### config.mk
export PLATFORM = sky130hd
export DESIGN_NAME = ir_proximity_scan_sequencer
export DESIGN_NICKNAME = d
export VERILOG_FILES = /design/src/rtl/ipss_pkg.sv /design/src/rtl/ir_proximity_scan_sequencer.sv /design/src/rtl/ipss_ctrl.sv /design/src/rtl/ipss_count_unit.sv /design/src/rtl/ipss_out_fifo.sv
export SDC_FILE = /design/constraint.sdc
export NUM_CORES = 1
export LEC_CHECK = 0
export ABC_AREA = 1
export ABC_CLOCK_PERIOD_IN_PS = 6000
export BUFFER_PORTS_ARGS = -buffer_cell sky130_fd_sc_hd__buf_2
export CORE_MARGIN = 1.5
export CORE_UTILIZATION = 30
export DETAILED_ROUTE_END_ITERATION = 12
export SYNTH_ARGS = -nofsm -noshare
export SYNTH_HDL_FRONTEND = slang
export SYNTH_SLANG_ARGS = --single-unit
### constraint.sdc
create_clock -name clock -period 6 [get_ports clock]
set_input_delay 0.9 -clock clock [delete_from_list [all_inputs] [get_ports clock]]
set_output_delay 0.9 -clock clock [all_outputs]
set_load 0.02 [all_outputs]
### src/rtl/ipss_pkg.sv
package ipss_pkg;

   localparam int EMITTERS   = 4;
   localparam int ID_W       = $clog2(EMITTERS);
   localparam int LEN_W      = ID_W + 1;
   localparam int DUTY_W     = 8;
   localparam int CNT_W      = 16;
   localparam int PHASE_W    = 3;
   localparam int CSR_ADDR_W = 2;
   localparam int CSR_DATA_W = 32;
   localparam int OUT_DEPTH  = 3;
   localparam int OUT_PTR_W  = 2;
   localparam int REQ_DATA_W = 8;
   localparam int REQ_USER_W = 2;
   localparam int RSP_DATA_W = 56;
   localparam int RSP_PAD_W  = RSP_DATA_W - (ID_W + 3 + DUTY_W + PHASE_W + 1 + 2 * CNT_W);

   localparam logic [CNT_W-1:0] SAT_MAX = 16'hFFFF;

   typedef enum logic [1:0] {
      OP_START = 2'd0,
      OP_TICK  = 2'd1,
      OP_READ  = 2'd2,
      OP_NOP   = 2'd3
   } op_type;

   typedef enum logic [CSR_ADDR_W-1:0] {
      CSR_ENABLE_MASK   = 2'd0,
      CSR_REPEAT_COUNT  = 2'd1,
      CSR_EMITTER_DUTY  = 2'd2
   } csr_idx_type;

   typedef enum logic [PHASE_W-1:0] {
      PH_DUTY   = 3'd0,
      PH_EMIT   = 3'd1,
      PH_TX     = 3'd2,
      PH_SAMPLE = 3'd3,
      PH_OFF    = 3'd4
   } phase_type;

   typedef struct packed {
      logic [ID_W-1:0]   emitter_select;
      logic              emitter_on;
      logic              tx_on;
      logic [DUTY_W-1:0] pwm_duty;
      phase_type         phase;
      logic              stopped;
   } status_type;

   typedef struct packed {
      logic            clear;
      logic            sample;
      logic            rx;
      logic            found;
      logic [ID_W-1:0] slot;
   } cnt_req_type;

   typedef struct packed {
      logic [CNT_W-1:0] on_cnt;
      logic [CNT_W-1:0] off_cnt;
   } cnt_word_type;

   typedef struct packed {
      logic             valid;
      logic             found;
      logic [CNT_W-1:0] hits_on;
      logic [CNT_W-1:0] hits_off;
   } cnt_rsp_type;

   // first member sits in the top bits
   typedef struct packed {
      logic [RSP_PAD_W-1:0] pad;
      logic [CNT_W-1:0]     hits_off;
      logic [CNT_W-1:0]     hits_on;
      logic                 found;
      logic                 stopped;
      logic [PHASE_W-1:0]   phase;
      logic [DUTY_W-1:0]    pwm_duty;
      logic                 tx_on;
      logic                 emitter_on;
      logic [ID_W-1:0]      emitter_select;
   } rsp_type;

endpackage

### src/rtl/ir_proximity_scan_sequencer.sv
// path: a request beat's result passes the count unit's stage one registers, then
//   the result queue, before its result beat can be taken
// throughput: one item per cycle while the result queue has room; the count memory
//   read-modify-write spans stage one and write-back, forwarding between neighbours
// a three-deep result queue keeps taking requests while results wait, until it fills
// reset: synchronous, active high; halts the scan, clears counts and the queue
module ir_proximity_scan_sequencer (
   input  logic                             clock,
   input  logic                             reset,
   input  logic                             req_tvalid,
   output logic                             req_tready,
   // rx_detect, emitter_id, zero fill
   input  logic [ipss_pkg::REQ_DATA_W-1:0]  req_tdata,
   // opcode
   input  logic [ipss_pkg::REQ_USER_W-1:0]  req_tuser,
   output logic                             rsp_tvalid,
   input  logic                             rsp_tready,
   // emitter_select, emitter_on, tx_on, pwm_duty, phase, stopped, found,
   // hits_on, hits_off, zero fill
   output logic [ipss_pkg::RSP_DATA_W-1:0]  rsp_tdata,
   input  logic                             csr_we,
   input  logic [ipss_pkg::CSR_ADDR_W-1:0]  csr_addr,
   input  logic [ipss_pkg::CSR_DATA_W-1:0]  csr_wdata
);

   logic                               accept;
   ipss_pkg::status_type               status;
   ipss_pkg::cnt_req_type              cnt_req;
   ipss_pkg::cnt_rsp_type              cnt_rsp;
   ipss_pkg::rsp_type                  push_data;
   ipss_pkg::rsp_type                  head;
   logic [ipss_pkg::OUT_PTR_W-1:0]     count;
   logic [ipss_pkg::OUT_PTR_W:0]       in_flight;

   // every beat in flight owns a queue slot
   assign in_flight  = {1'b0, count} + {{ipss_pkg::OUT_PTR_W{1'b0}}, cnt_rsp.valid};
   assign req_tready = in_flight < (ipss_pkg::OUT_PTR_W + 1)'(ipss_pkg::OUT_DEPTH);
   assign accept     = req_tvalid && req_tready;

   ipss_ctrl u_ctrl (
      .clock     (clock),
      .reset     (reset),
      .csr_we    (csr_we),
      .csr_addr  (csr_addr),
      .csr_wdata (csr_wdata),
      .accept    (accept),
      .op        (ipss_pkg::op_type'(req_tuser)),
      .rx        (req_tdata[0]),
      .id        (req_tdata[ipss_pkg::ID_W:1]),
      .status    (status),
      .cnt_req   (cnt_req)
   );

   ipss_count_unit u_count (
      .clock  (clock),
      .reset  (reset),
      .accept (accept),
      .req    (cnt_req),
      .rsp    (cnt_rsp)
   );

   // sequencer registers already hold the state left by the beat in stage one
   always_comb begin
      push_data                = '0;
      push_data.emitter_select = status.emitter_select;
      push_data.emitter_on     = status.emitter_on;
      push_data.tx_on          = status.tx_on;
      push_data.pwm_duty       = status.pwm_duty;
      push_data.phase          = status.phase;
      push_data.stopped        = status.stopped;
      push_data.found          = cnt_rsp.found;
      push_data.hits_on        = cnt_rsp.hits_on;
      push_data.hits_off       = cnt_rsp.hits_off;
   end

   ipss_out_fifo u_out (
      .clock     (clock),
      .reset     (reset),
      .push      (cnt_rsp.valid),
      .push_data (push_data),
      .pop       (rsp_tvalid && rsp_tready),
      .head      (head),
      .count     (count)
   );

   assign rsp_tvalid = count != '0;
   assign rsp_tdata  = head;

endmodule

### src/rtl/ipss_ctrl.sv
module ipss_ctrl (
   input  logic                             clock,
   input  logic                             reset,
   input  logic                             csr_we,
   input  logic [ipss_pkg::CSR_ADDR_W-1:0]  csr_addr,
   input  logic [ipss_pkg::CSR_DATA_W-1:0]  csr_wdata,
   input  logic                             accept,
   input  ipss_pkg::op_type                 op,
   input  logic                             rx,
   input  logic [ipss_pkg::ID_W-1:0]        id,
   output ipss_pkg::status_type             status,
   output ipss_pkg::cnt_req_type            cnt_req
);

   logic [ipss_pkg::EMITTERS-1:0]       enable_mask_ff;
   logic [7:0]                          repeat_count_ff;
   logic [ipss_pkg::CSR_DATA_W-1:0]     duties_ff;

   ipss_pkg::phase_type                 phase_ff, phase_in;
   logic                                halted_ff, halted_in;
   logic [ipss_pkg::ID_W-1:0]           list_ff [ipss_pkg::EMITTERS];
   logic [ipss_pkg::ID_W-1:0]           list_in [ipss_pkg::EMITTERS];
   logic [ipss_pkg::LEN_W-1:0]          length_ff, length_in;
   logic [ipss_pkg::ID_W-1:0]           pos_ff, pos_in;
   logic [7:0]                          repeats_ff, repeats_in;
   logic [ipss_pkg::DUTY_W-1:0]         duty_copy_ff [ipss_pkg::EMITTERS];
   logic [ipss_pkg::DUTY_W-1:0]         duty_copy_in [ipss_pkg::EMITTERS];
   logic                                emit_on_ff, emit_on_in;
   logic                                tx_on_ff, tx_on_in;
   logic [ipss_pkg::DUTY_W-1:0]         duty_ff, duty_in;

   always_ff @(posedge clock) begin
      if (reset) begin
         enable_mask_ff  <= '0;
         repeat_count_ff <= '0;
         duties_ff       <= '0;
      end else if (csr_we) begin
         case (ipss_pkg::csr_idx_type'(csr_addr))
            ipss_pkg::CSR_ENABLE_MASK:  enable_mask_ff  <= csr_wdata[ipss_pkg::EMITTERS-1:0];
            ipss_pkg::CSR_REPEAT_COUNT: repeat_count_ff <= csr_wdata[7:0];
            ipss_pkg::CSR_EMITTER_DUTY: duties_ff       <= csr_wdata;
            default: ;
         endcase
      end
   end

   always_ff @(posedge clock) begin
      if (reset) begin
         phase_ff   <= ipss_pkg::PH_DUTY;
         halted_ff  <= 1'b1;
         length_ff  <= '0;
         pos_ff     <= '0;
         repeats_ff <= '0;
         emit_on_ff <= 1'b0;
         tx_on_ff   <= 1'b0;
         duty_ff    <= '0;
         for (int i = 0; i < ipss_pkg::EMITTERS; i++) begin
            list_ff[i]      <= '0;
            duty_copy_ff[i] <= '0;
         end
      end else begin
         phase_ff   <= phase_in;
         halted_ff  <= halted_in;
         length_ff  <= length_in;
         pos_ff     <= pos_in;
         repeats_ff <= repeats_in;
         emit_on_ff <= emit_on_in;
         tx_on_ff   <= tx_on_in;
         duty_ff    <= duty_in;
         for (int i = 0; i < ipss_pkg::EMITTERS; i++) begin
            list_ff[i]      <= list_in[i];
            duty_copy_ff[i] <= duty_copy_in[i];
         end
      end
   end

   always_comb begin
      logic [ipss_pkg::LEN_W-1:0] cnt;
      logic [ipss_pkg::LEN_W-1:0] pos_nx;
      phase_in   = phase_ff;
      halted_in  = halted_ff;
      length_in  = length_ff;
      pos_in     = pos_ff;
      repeats_in = repeats_ff;
      emit_on_in = emit_on_ff;
      tx_on_in   = tx_on_ff;
      duty_in    = duty_ff;
      list_in      = list_ff;
      duty_copy_in = duty_copy_ff;
      cnt     = '0;
      pos_nx  = {1'b0, pos_ff} + 1'b1;
      cnt_req = '0;

      if (accept) begin
         case (op)
            ipss_pkg::OP_START: begin
               // compact the mask into a list in rising order
               for (int i = 0; i < ipss_pkg::EMITTERS; i++) begin
                  duty_copy_in[i] = duties_ff[ipss_pkg::DUTY_W*i +: ipss_pkg::DUTY_W];
                  if (enable_mask_ff[i]) begin
                     list_in[cnt[ipss_pkg::ID_W-1:0]] = ipss_pkg::ID_W'(i);
                     cnt = cnt + 1'b1;
                  end
               end
               length_in     = cnt;
               pos_in        = '0;
               phase_in      = ipss_pkg::PH_DUTY;
               repeats_in    = repeat_count_ff;
               halted_in     = (cnt == '0);
               cnt_req.clear = 1'b1;
            end
            ipss_pkg::OP_TICK: begin
               if (!halted_ff) begin
                  case (phase_ff)
                     ipss_pkg::PH_DUTY: begin
                        duty_in  = duty_copy_ff[list_ff[pos_ff]];
                        phase_in = ipss_pkg::PH_EMIT;
                     end
                     ipss_pkg::PH_EMIT: begin
                        emit_on_in = 1'b1;
                        phase_in   = ipss_pkg::PH_TX;
                     end
                     ipss_pkg::PH_TX: begin
                        tx_on_in = 1'b1;
                        phase_in = ipss_pkg::PH_SAMPLE;
                     end
                     ipss_pkg::PH_SAMPLE: begin
                        cnt_req.sample = 1'b1;
                        cnt_req.rx     = rx;
                        cnt_req.slot   = pos_ff;
                        tx_on_in       = 1'b0;
                        phase_in       = ipss_pkg::PH_OFF;
                     end
                     default: begin
                        emit_on_in = 1'b0;
                        duty_in    = '0;
                        phase_in   = ipss_pkg::PH_DUTY;
                        if (pos_nx >= length_ff) begin
                           pos_in = '0;
                           if (repeats_ff != '0) begin
                              repeats_in = repeats_ff - 1'b1;
                              if (repeats_ff == 8'd1)
                                 halted_in = 1'b1;
                           end
                        end else begin
                           pos_in = pos_nx[ipss_pkg::ID_W-1:0];
                        end
                     end
                  endcase
               end
            end
            ipss_pkg::OP_READ: begin
               // downward sweep so the lowest matching slot wins
               for (int i = ipss_pkg::EMITTERS - 1; i >= 0; i--) begin
                  if (ipss_pkg::LEN_W'(i) < length_ff && list_ff[i] == id) begin
                     cnt_req.found = 1'b1;
                     cnt_req.slot  = ipss_pkg::ID_W'(i);
                  end
               end
            end
            default: ;
         endcase
      end
   end

   assign status.emitter_select = list_ff[pos_ff];
   assign status.emitter_on     = emit_on_ff;
   assign status.tx_on          = tx_on_ff;
   assign status.pwm_duty       = duty_ff;
   assign status.phase          = phase_ff;
   assign status.stopped        = halted_ff;

endmodule

### src/rtl/ipss_count_unit.sv
module ipss_count_unit (
   input  logic                  clock,
   input  logic                  reset,
   input  logic                  accept,
   input  ipss_pkg::cnt_req_type req,
   output ipss_pkg::cnt_rsp_type rsp
);

   ipss_pkg::cnt_word_type      cnt_mem [ipss_pkg::EMITTERS];
   ipss_pkg::cnt_word_type      rdata_ff;
   logic [ipss_pkg::EMITTERS-1:0] valid_ff;
   logic                        s1_act_ff;
   ipss_pkg::cnt_req_type       s1_req_ff;
   logic                        s1_slot_valid_ff;
   logic                        fwd_ff;
   ipss_pkg::cnt_word_type      fwd_data_ff;

   ipss_pkg::cnt_word_type      base;
   ipss_pkg::cnt_word_type      wr_data;
   logic                        wr_en;

   always_ff @(posedge clock) begin
      if (reset) begin
         valid_ff  <= '0;
         s1_act_ff <= 1'b0;
      end else begin
         s1_act_ff <= accept;
         // a start drops every slot back to zero counts
         if (accept && req.clear)
            valid_ff <= '0;
         else if (accept && req.sample)
            valid_ff[req.slot] <= 1'b1;
      end
   end

   always_ff @(posedge clock) begin
      if (accept) begin
         rdata_ff         <= cnt_mem[req.slot];
         s1_req_ff        <= req;
         s1_slot_valid_ff <= valid_ff[req.slot];
         fwd_ff           <= wr_en && (s1_req_ff.slot == req.slot);
         fwd_data_ff      <= wr_data;
      end
      if (wr_en)
         cnt_mem[s1_req_ff.slot] <= wr_data;
   end

   always_comb begin
      if (fwd_ff)
         base = fwd_data_ff;
      else if (s1_slot_valid_ff)
         base = rdata_ff;
      else
         base = '0;
      wr_data = base;
      if (s1_req_ff.rx) begin
         if (base.on_cnt != ipss_pkg::SAT_MAX)
            wr_data.on_cnt = base.on_cnt + 1'b1;
      end else begin
         if (base.off_cnt != ipss_pkg::SAT_MAX)
            wr_data.off_cnt = base.off_cnt + 1'b1;
      end
   end

   assign wr_en        = s1_act_ff && s1_req_ff.sample;
   assign rsp.valid    = s1_act_ff;
   assign rsp.found    = s1_req_ff.found;
   assign rsp.hits_on  = s1_req_ff.found ? base.on_cnt : '0;
   assign rsp.hits_off = s1_req_ff.found ? base.off_cnt : '0;

endmodule

### src/rtl/ipss_out_fifo.sv
module ipss_out_fifo (
   input  logic                             clock,
   input  logic                             reset,
   input  logic                             push,
   input  ipss_pkg::rsp_type                push_data,
   input  logic                             pop,
   output ipss_pkg::rsp_type                head,
   output logic [ipss_pkg::OUT_PTR_W-1:0]   count
);

   ipss_pkg::rsp_type                  entry_ff [ipss_pkg::OUT_DEPTH];
   logic [ipss_pkg::OUT_PTR_W-1:0]     wr_ptr_ff, rd_ptr_ff, count_ff;

   function automatic logic [ipss_pkg::OUT_PTR_W-1:0] bump(
      input logic [ipss_pkg::OUT_PTR_W-1:0] p);
      if (p == ipss_pkg::OUT_PTR_W'(ipss_pkg::OUT_DEPTH - 1))
         return '0;
      return p + 1'b1;
   endfunction

   always_ff @(posedge clock) begin
      if (reset) begin
         wr_ptr_ff <= '0;
         rd_ptr_ff <= '0;
         count_ff  <= '0;
      end else begin
         if (push)
            wr_ptr_ff <= bump(wr_ptr_ff);
         if (pop)
            rd_ptr_ff <= bump(rd_ptr_ff);
         if (push && !pop)
            count_ff <= count_ff + 1'b1;
         else if (pop && !push)
            count_ff <= count_ff - 1'b1;
      end
   end

   always_ff @(posedge clock) begin
      if (push)
         entry_ff[wr_ptr_ff] <= push_data;
   end

   assign head  = entry_ff[rd_ptr_ff];
   assign count = count_ff;

endmodule

# Word-level counts from Yosys, hierarchy flattened
# Memory sizes are Yosys's and may differ from the RTL's. A register that Yosys moved wholly into a read port is not among the register bits.
# Index checks and enable logic that the tools add are counted.
op_classes:
  n_shift: 0
  n_addsub: 12
  muxes: 98
  n_lt_le_gt_ge: 16
  n_reduce_logical: 44
  div: 0
  multipliers: 0
  bitwise_logic: 19
  eq_ne: 21
op_table:
  columns: ["op", "count"]
  rows:
  - ["8-bit two-way mux", 13]
  - ["16-bit two-way mux", 6]
  - ["32-bit two-way mux", 2]
  - ["2-bit two-way mux", 24]
  - ["3-bit two-way mux", 16]
  - ["16-bit by 1-bit adder with 16-bit output, second input constant", 2]
  - ["16-bit inequality test, second input constant", 2]
  - ["8-bit case mux with 2 select lines", 2]
  - ["1-bit two-way mux", 20]
  - ["8-bit binary-select mux with 2-bit select", 1]
  - ["1-bit logical AND", 16]
  - ["4-bit AND reduction", 4]
  - ["3-bit >= comparator, second input constant", 5]
  - ["2-bit inverter with 3-bit output", 5]
  - ["2-bit demux with 2-bit select", 3]
  - ["4-bit bitwise OR", 3]
  - ["3-bit case mux with 4 select lines", 1]
  - ["2-bit AND reduction", 6]
  - ["2-bit equality test", 5]
  - ["3-bit by 1-bit adder with 3-bit output, second input constant", 3]
  - ["3-bit by 1-bit less-than comparator with 1-bit output, second input constant", 3]
  - ["4-bit bitwise AND", 2]
  - ["2-bit equality test, second input constant", 4]
  - ["8-bit by 1-bit equality test with 1-bit output, second input constant", 1]
  - ["other kinds (36)", 61]
word_totals:
  ram_bits: 275
  n_memories: 2
  rom_bits: 0
  wordCells: 244
  input_bits: 49
  latchBits: 0
  reg_bits: 161
  out_inout_bits: 58
memory_table:
  columns: ["memory", "words", "width", "read_ports", "rd_clocked_by_memory_dff", "write_ports", "line_no", "rtl"]
  rows:
  - ["u_out.entry_ff", 3, 49, 1, 1, 1, "ipss_out_fifo.sv:11", "ipss_pkg::rsp_type entry_ff [ipss_pkg::OUT_DEPTH];"]
  - ["u_count.cnt_mem", 4, 32, 1, 1, 1, "ipss_count_unit.sv:9", "ipss_pkg::cnt_word_type cnt_mem [ipss_pkg::EMITTERS];"]

# Longest topological paths before layout
# Gate-level depths: netlist of run 1.
logic_depth:
  word_depth: 20
  depth_mapped: 16
  depth_no_buf: 15

# Modules after synthesis
# Synthesis of run 1 repeated with hierarchy kept, for this count alone.
unflattened:
  cells_unflattened: 2046
  area_unflattened_um2: 20820.0
by_module_without_submodules:
  columns: ["module", "area_per_inst_um2", "cells_each", "instances"]
  rows:
  - ["ipss_count_unit", 8888.5, 828, 1]
  - ["ipss_out_fifo", 6560.0, 461, 1]
  - ["ipss_ctrl", 5306.3, 746, 1]
  - ["ir_proximity_scan_sequencer", 65.1, 11, 1]

# Least setup slack after synthesis of run 1
# Ideal clock, no wire load.
synth_path:
  path_kind: "register to register"
  from: "register u_count.s1_act_ff"
  to: "memory u_out.entry_ff[0][0] (netlist name), enable pin"
  n_path_buf: 0
  arrival_time_ps: 3850
  synth_period_minus_slack_ps: 4369
  required_ps: 5481
  path_slack_ps: 1631
  stages_incl_launch_ff: 3
  path_cell_list: "dfxtp_1 -> inv_1 -> nor3_1"
synth_via:
  elab_chain_len: 2
synth_lines:
  columns: ["element", "line_no", "rtl"]
  rows:
  - ["start: declaration", "ipss_count_unit.sv:12", "logic s1_act_ff;"]
  - ["start signal: assignment", "ipss_count_unit.sv:27", "s1_act_ff <= accept;"]
  - ["1-bit two-way mux", "ipss_out_fifo.sv:39", "if (push)"]
  - ["1-bit two-way mux (not written as such)", "ipss_out_fifo.sv:40", "entry_ff[wr_ptr_ff] <= push_data;"]
  - ["end: declaration", "ipss_out_fifo.sv:11", null]
# Every way passes these cells.

==> reports/qor.yml, run 1 <==
outcome: "finished clean"
syn_avg_cell_area_um2: 9.70
internal-power_uw: 5580
hold_violations: 0
critPathKind: "reg -> out"
min_to: "u_ctrl.repeat_count_ff[6]$_SDFFE_PP0P_"
crit_path_end_kind: "output pin"
synth_edf_count: 346
routed-via-count: 14376
antenna_found_initial: 3
ctsResizeCount: 0
fmax_mhz: 273
power.leakage_uw: 0.00886
die_x_um: 263
final_nets: 2219
gp_congestion: 0.791
place_hpwl_um: 29300
yosysTopAreaCellShare_pct: 51.4
tightestPinTransition_ns: 1.13
async_reset_ff_share_pct: 0
rsz0062_at_grt: "false"
final.fill_count: 6676
p_total_uw: 7770
synth_common_cells: "nand2_1 (594), edfxtp_1 (346), nor2_1 (209), a21oi_1 (201), dfxtp_1 (124)"
antenna_left: 0
reg2regPathDepth: 16
first_iter_violations: 1036
synth_ff_type: "edfxtp_1"
seq_area_um2: 12900
ys_ff_latch: 470
cts_tree: "yes"
start_util_pct: 30.2
switching_share_pct: 28.2
synthTopCellsByArea: "edfxtp_1 (51%), dfxtp_1 (12%), nand2_1 (11%), a21oi_1 (5.0%), nor2_1 (3.9%)"
finalSetupTns_ns: 0
arrival_ns: 2.76
numCtsBuffers: 47
maxSlewViolCount: 0
clock_path_buffers: 3
post-cts-setup-buffers: 0
port_buffers: 94
p_per_area_nw_per_um2: 338
drive_gt1_share_pct: 11.2
skew_ns: 0.0193
worstSkewPairLatency_ns: 0.58
yosysUniqueCellTypes: 44
grt_max_degree: 80
combPwrFrac_pct: 15.2
die_area_um2: 69000
root_buffer: "clkbuf_16"
avgRoutedWirePerCell_um: 15.6
io_pins: 107
fin_hold_ws_ns: 0.453
yosysMostFrequentCell: "nand2_1"
yosys.area.top_type: "edfxtp_1"
cts.sinks: 470
htreeDepth: 2
die_h_um: 263
period_needed_ns: 3.66
power.switching_uw: 2190
clkTransAtPathRegs_ns: 0.06
multi_input_area_um2: 6440
yosysSeqAreaShare_pct: 63.7
worstPathRequired_ns: 5.10
min-delay-start: "u_ctrl.repeat_count_ff[6]$_SDFFE_PP0P_"
ir_drop_v: 0.000173
routed_via_density: 4.70
grt_pass1_wl_um: 75500
r2r_slack_ns: 2.51
min_path_type: "reg -> reg"
fin_crit_sh_pct: 61.1
grt_overflow: 0
p_clk_share_pct: 35.6
drc: 0
synth-warning-count: 0
drv_cap: 0
r2r-end: "u_ctrl.repeats_ff[5]$_SDFFE_PP0P_"
synth_cells: 2085
cp-start-kind: "register"
grt_pass1_vias: 14235
pwr-share-seq_pct: 49.2
area_growth_pct: 13.6
track_usage_pct: 13.6
setup_violations: 0
min_path_cells: 2
cp_max_fo: 49
syn-cell-area_um2: 20200
dr.pass1.iters: 5
r2r-start: "u_count.s1_act_ff$_SDFF_PP0_"
slew_headroom_pct: 24.9
fp.coreArea_um2: 66900
cts-hold-fix-buffers: 0
num_rows: 95
routed_wl_um: 47600
cell families after synthesis:
family,count (synthesis),synth area share [%]
AO/OA/AOI/OAI,335,8.38
other,1,0.0185
XOR/XNOR,19,0.823
flip-flops,470,63.7
adder cells (fa/ha/maj),21,1.30
buffers and inverters,235,4.94
AND/OR/NAND/NOR,1004,20.9
power by group through the flow:
stage | logic [uW] | registers (uW) | clock network (uW)
final | 1180 | 3830 | 2770
after global routing | 1310 | 3840 | 2960
after CTS | 1190 | 3830 | 2830
after detailed placement | 1190 | 3900 | 0
after global placement | 1160 | 3890 | 0
after floorplan | 820 | 3850 | 0
area by class of cell:
cell class                 instances  share of cell area (%)
antenna                            1                  0.0109
clock buffer                      55                    5.25
clock inverter                    32                    1.02
inverter                         129                    2.11
multi-input combinational       1386                    28.1
sequential                       470                    56.1
tap                              873                    4.76
timing repair buffer             115                    2.73
layer usage:
| layer | vias up | share of wire, % | GRT usage, % |
|---|---|---|---|
| li1 | 7122 | - | - |
| met2 | 320 | 48 | 23.4 |
| met4 | 4 | 2.2 | 4.23 |
| met1 | 6858 | 45 | 17.6 |
| met5 | - | 0.046 | 0 |
| met3 | 72 | 4.3 | 2.01 |
per-stage QoR:
stage / setup WS [ns] / utilization [%] / std cells / cell area [um^2]
after floorplan: 1.63 / - / 2091 / 20200
after global placement: 2.24 / 32.2 / 2973 / 21500
after detailed placement: 2.19 / 32.2 / 2973 / 21500
after CTS: 2.25 / 34.3 / 3060 / 23000
after global routing: 2.11 / 34.3 / 3061 / 23000
final: 2.34 / 34.3 / 3061 / 23000
flip-flops by register name, indices dropped and copies added (netlist names), 3 cells and up, named ones only:
signal,flops
u_count.s1_req_ff,4
u_ctrl.duty_copy_ff,32
u_out.entry_ff,147
u_ctrl.duties_ff,32
u_count.cnt_mem,128
u_ctrl.duty_ff,8
u_ctrl.length_ff,3
u_count.valid_ff,4
u_ctrl.list_ff,8
u_count.fwd_data_ff,32
u_ctrl.repeats_ff,8
u_ctrl.phase_ff,3
u_count.rdata_ff,32
u_ctrl.enable_mask_ff,4
u_ctrl.repeat_count_ff,8
critical path, cell delays in order, from the launching register on:
cell and delay [ns]:
dfxtp_2 0.51, buf_4 0.34, inv_1 0.09, buf_4 0.49, nand2_1 0.10, a21oi_1 0.37
buf_2 0.24
cells in the final DEF, fill, tap and decap left out, types with 2 or more instances in the layout:
| cell | synthesis | final |
|---|---|---|
| a21oi_1 | 201 | 201 |
| a31oi_1 | 5 | 5 |
| and2_1 | 2 | 2 |
| buf_2 | 16 | 94 |
| buf_4 | 12 | 21 |
| bufinv_16 | 0 | 2 |
| clkbuf_1 | 63 | 8 |
| clkbuf_16 | 0 | 47 |
| clkinv_1 | 2 | 11 |
| clkinv_2 | 0 | 11 |
| clkinvlp_2 | 0 | 2 |
| clkinvlp_4 | 0 | 4 |
| conb_1 | 1 | 7 |
| dfxtp_1 | 124 | 122 |
| dfxtp_2 | 0 | 2 |
| edfxtp_1 | 346 | 346 |
| ha_1 | 21 | 21 |
| inv_1 | 123 | 122 |
| inv_2 | 4 | 5 |
| inv_6 | 0 | 2 |
| nand2_1 | 594 | 594 |
| nand2_2 | 17 | 17 |
| nand3_1 | 114 | 114 |
| nand4_1 | 20 | 20 |
| nor2_1 | 209 | 208 |
| nor2_2 | 9 | 8 |
| nor2_4 | 6 | 8 |
| nor3_1 | 16 | 9 |
| nor3_2 | 3 | 6 |
| nor3_4 | 1 | 5 |
| o211ai_1 | 2 | 2 |
| o21ai_0 | 113 | 113 |
| o21ai_1 | 11 | 11 |
| or2_2 | 3 | 3 |
| xor2_1 | 18 | 18 |
worst max path at each step:
stage	to	slack, ns
floorplan	u_out.entry_ff[0][0]$_DFFE_PP_	1.63
global placement	u_count.rdata_ff[5]$_DFFE_PP_	2.24
detailed placement	u_count.fwd_ff$_DFFE_PP_	2.19
CTS	rsp_tdata[29]	2.25
global route	u_ctrl.repeats_ff[4]$_SDFFE_PP0P_	2.11
finish	rsp_tdata[28]	2.34
No activity file was read; power rests on OpenSTA's default activity.
==> inputs of run 2 (changes only) <==
--- a/config.mk
+++ b/config.mk
@@ -6,7 +6,7 @@
 export NUM_CORES = 1
 export LEC_CHECK = 0
 export ABC_AREA = 1
-export ABC_CLOCK_PERIOD_IN_PS = 6000
+export ABC_CLOCK_PERIOD_IN_PS = 3100
 export BUFFER_PORTS_ARGS = -buffer_cell sky130_fd_sc_hd__buf_2
 export CORE_MARGIN = 1.5
 export CORE_UTILIZATION = 30
==> constraint.sdc (replaced) <==
create_clock -name clock -period 3.1 [get_ports clock]
set_input_delay 0.465 -clock clock [delete_from_list [all_inputs] [get_ports clock]]
set_output_delay 0.465 -clock clock [all_outputs]
set_load 0.02 [all_outputs]
==> run 2 against run 1 <==
Setup slack got worse by 2.1 ns. Die area did not move. Wire length rose by 2.0%. Register-to-register slack got worse by 2.1 ns. Via count rose by 1.5%. Critical path depth fell by 1. Clock skew rose by 0.0089 ns. Critical path type unchanged.
==> reports/qor.yml, run 2 (same netlist as run 1, synthesis figures left out) <==
routed_wl_um: 48600  # +2.0%
io_pins: 107  # unchanged
arrival_ns: 2.37  # -0.39 ns
min_path_type: "in -> reg"
r2r-start: "u_count.fwd_ff$_DFFE_PP_"
routed-via-count: 14589  # +1.5%
cts-hold-fix-buffers: 0  # unchanged
fmax_mhz: 353
num_rows: 95  # unchanged
place_area_um2: 21700  # +0.81%
numCtsBuffers: 49  # +4.3%
antenna_found_initial: 5  # +2
gp_congestion: 0.828  # +4.6%
die_x_um: 263  # unchanged
grt_pass1_wl_um: 77100  # +2.1%
hold_violations: 0  # unchanged
grt_overflow: 0  # unchanged
root_buffer: "clkbuf_16"
mostFrequentLayoutCells: "nand2_1 (594), edfxtp_1 (346), nor2_1 (208), a21oi_1 (201)"
cts.sinks: 470  # unchanged
reg_top3: "u_out.entry_ff (147), u_count.cnt_mem (128)"
final_nets: 2241  # +0.99%
place_hpwl_um: 31300  # +6.6%
worstSkewPairLatency_ns: 0.60  # +0.02 ns
critPathKind: "reg -> out"
drive_gt1_share_pct: 12.1  # +0.93 points
drv_cap: 0  # unchanged
skew_ns: 0.0283  # +0.00894 ns
die_h_um: 263  # unchanged
cp-start-kind: "register"
crit_chain: "inv_1 > buf_4 > nand2_1 > a21oi_1 > buf_2"
worstPathRequired_ns: 2.63  # -2.47 ns
first_iter_violations: 1233  # +19%
cts_tree: "yes"
cp_max_fo: 44  # -10%
slowest_stage: "buf_4"
die_area_um2: 69000  # unchanged
maxSlewViolCount: 0  # unchanged
grt_max_degree: 71  # -11%
layout_setup_ws_ns: 0.269  # -2.07 ns
stdcell_area_um2: 23300  # +1.4%
routed_via_density: 4.73  # +0.76%
slew_headroom_pct: 35.8  # +11 points
reg2regPathDepth: 11  # -5
crit_path_end_kind: "output pin"
final_util_pct: 34.8  # +0.48 points
dp_slack_ns: 0.467  # -1.72 ns
ir_drop_v: 0.000407  # +140%
power.leakage_uw: 0.00904  # +2.0%
area_growth_pct: 15.2
largest_reg_flops: 147  # unchanged
start_util_pct: 30.2  # unchanged
setup_violations: 0  # unchanged
outcome: "finished clean"
min-delay-start: "csr_wdata[10]"
max_flop_register: "u_out.entry_ff"
clkTransAtPathRegs_ns: 0.06  # about the same
final_common_cell: "nand2_1"
fin_crit_sh_pct: 91.3
grt_pass1_vias: 14265  # +0.21%
track_usage_pct: 13.9  # +0.29 points
tightestPinTransition_ns: 0.963  # -0.163 ns
clock_path_buffers: 3  # unchanged
post-cts-setup-buffers: 0  # unchanged
avgRoutedWirePerCell_um: 15.8  # +1.3%
ctsResizeCount: 0  # unchanged
dr.pass1.iters: 5  # unchanged
slowest_delay_ns: 0.50  # about the same
fp.coreArea_um2: 66900  # unchanged
final.fill_count: 6706  # +0.45%
fin_hold_ws_ns: 0.0988  # -0.354 ns
period_needed_ns: 2.83
min_path_cells: 3  # +1
rsz0062_at_grt: "false"
finalSetupTns_ns: 0  # unchanged
p_per_area_nw_per_um2: 668  # +97%
antenna_left: 0  # unchanged
htreeDepth: 2  # unchanged
port_buffers: 94  # unchanged
drc: 0  # unchanged
run 2: path summary, 6_finish.rpt:
check                                           end  slack (ns)
setup / recovery                      rsp_tdata[19]        0.27
hold / removal    u_ctrl.duties_ff[10]$_SDFFE_PP0P_         0.1
setup reg to reg    u_count.cnt_mem[1][3]$_DFFE_PP_        0.45
hold reg to reg    u_count.valid_ff[0]$_SDFFE_PP0P_        0.45
run 2: layout make-up:
cell class | instances | area [um^2] | share of cell area (%)
Multi-Input combinational cell | 1386 | 6430 | 27.6
Tap cell | 873 | 1090 | 4.69
Timing Repair Buffer | 135 | 816 | 3.50
Inverter | 129 | 484 | 2.08
Clock inverter | 34 | 330 | 1.42
Clock buffer | 55 | 1260 | 5.40
Sequential cell | 470 | 12900 | 55.3
Antenna cell | 1 | 2.50 | 0.0107
run 2: power breakdown:
| group | internal (uW) | switching [uW] | leakage (uW) |
|---|---|---|---|
| Clock | 3340 | 2460 | 0.000779 |
| Sequential | 7230 | 162 | 0.00422 |
| Combinational | 626 | 1730 | 0.00404 |
run 2: worst max-delay path, delay by kind of cell, from the launching register on:
| family | cells | cell delay, ns |
|---|---|---|
| AO/OA/AOI/OAI | 1 | 0.24 |
| buffers and inverters | 3 | 0.94 |
| flip-flops | 1 | 0.44 |
| AND/OR/NAND/NOR | 1 | 0.12 |
run 2: metrics by stage:
step	cells	total power (uW)
after floorplan	2091	9030
after global placement	2993	9820
after detailed placement	2993	9890
after CTS	3082	15700
after global routing	3083	16200
final	3083	15600
run 2: layer usage:
| metal | track usage (%) | share of wire [%] |
|---|---|---|
| met2 | 23.2 | 48 |
| met4 | 4.26 | 2.2 |
| met3 | 2.19 | 4.8 |
| met1 | 18.5 | 45 |
| met5 | 0 | 0.078 |
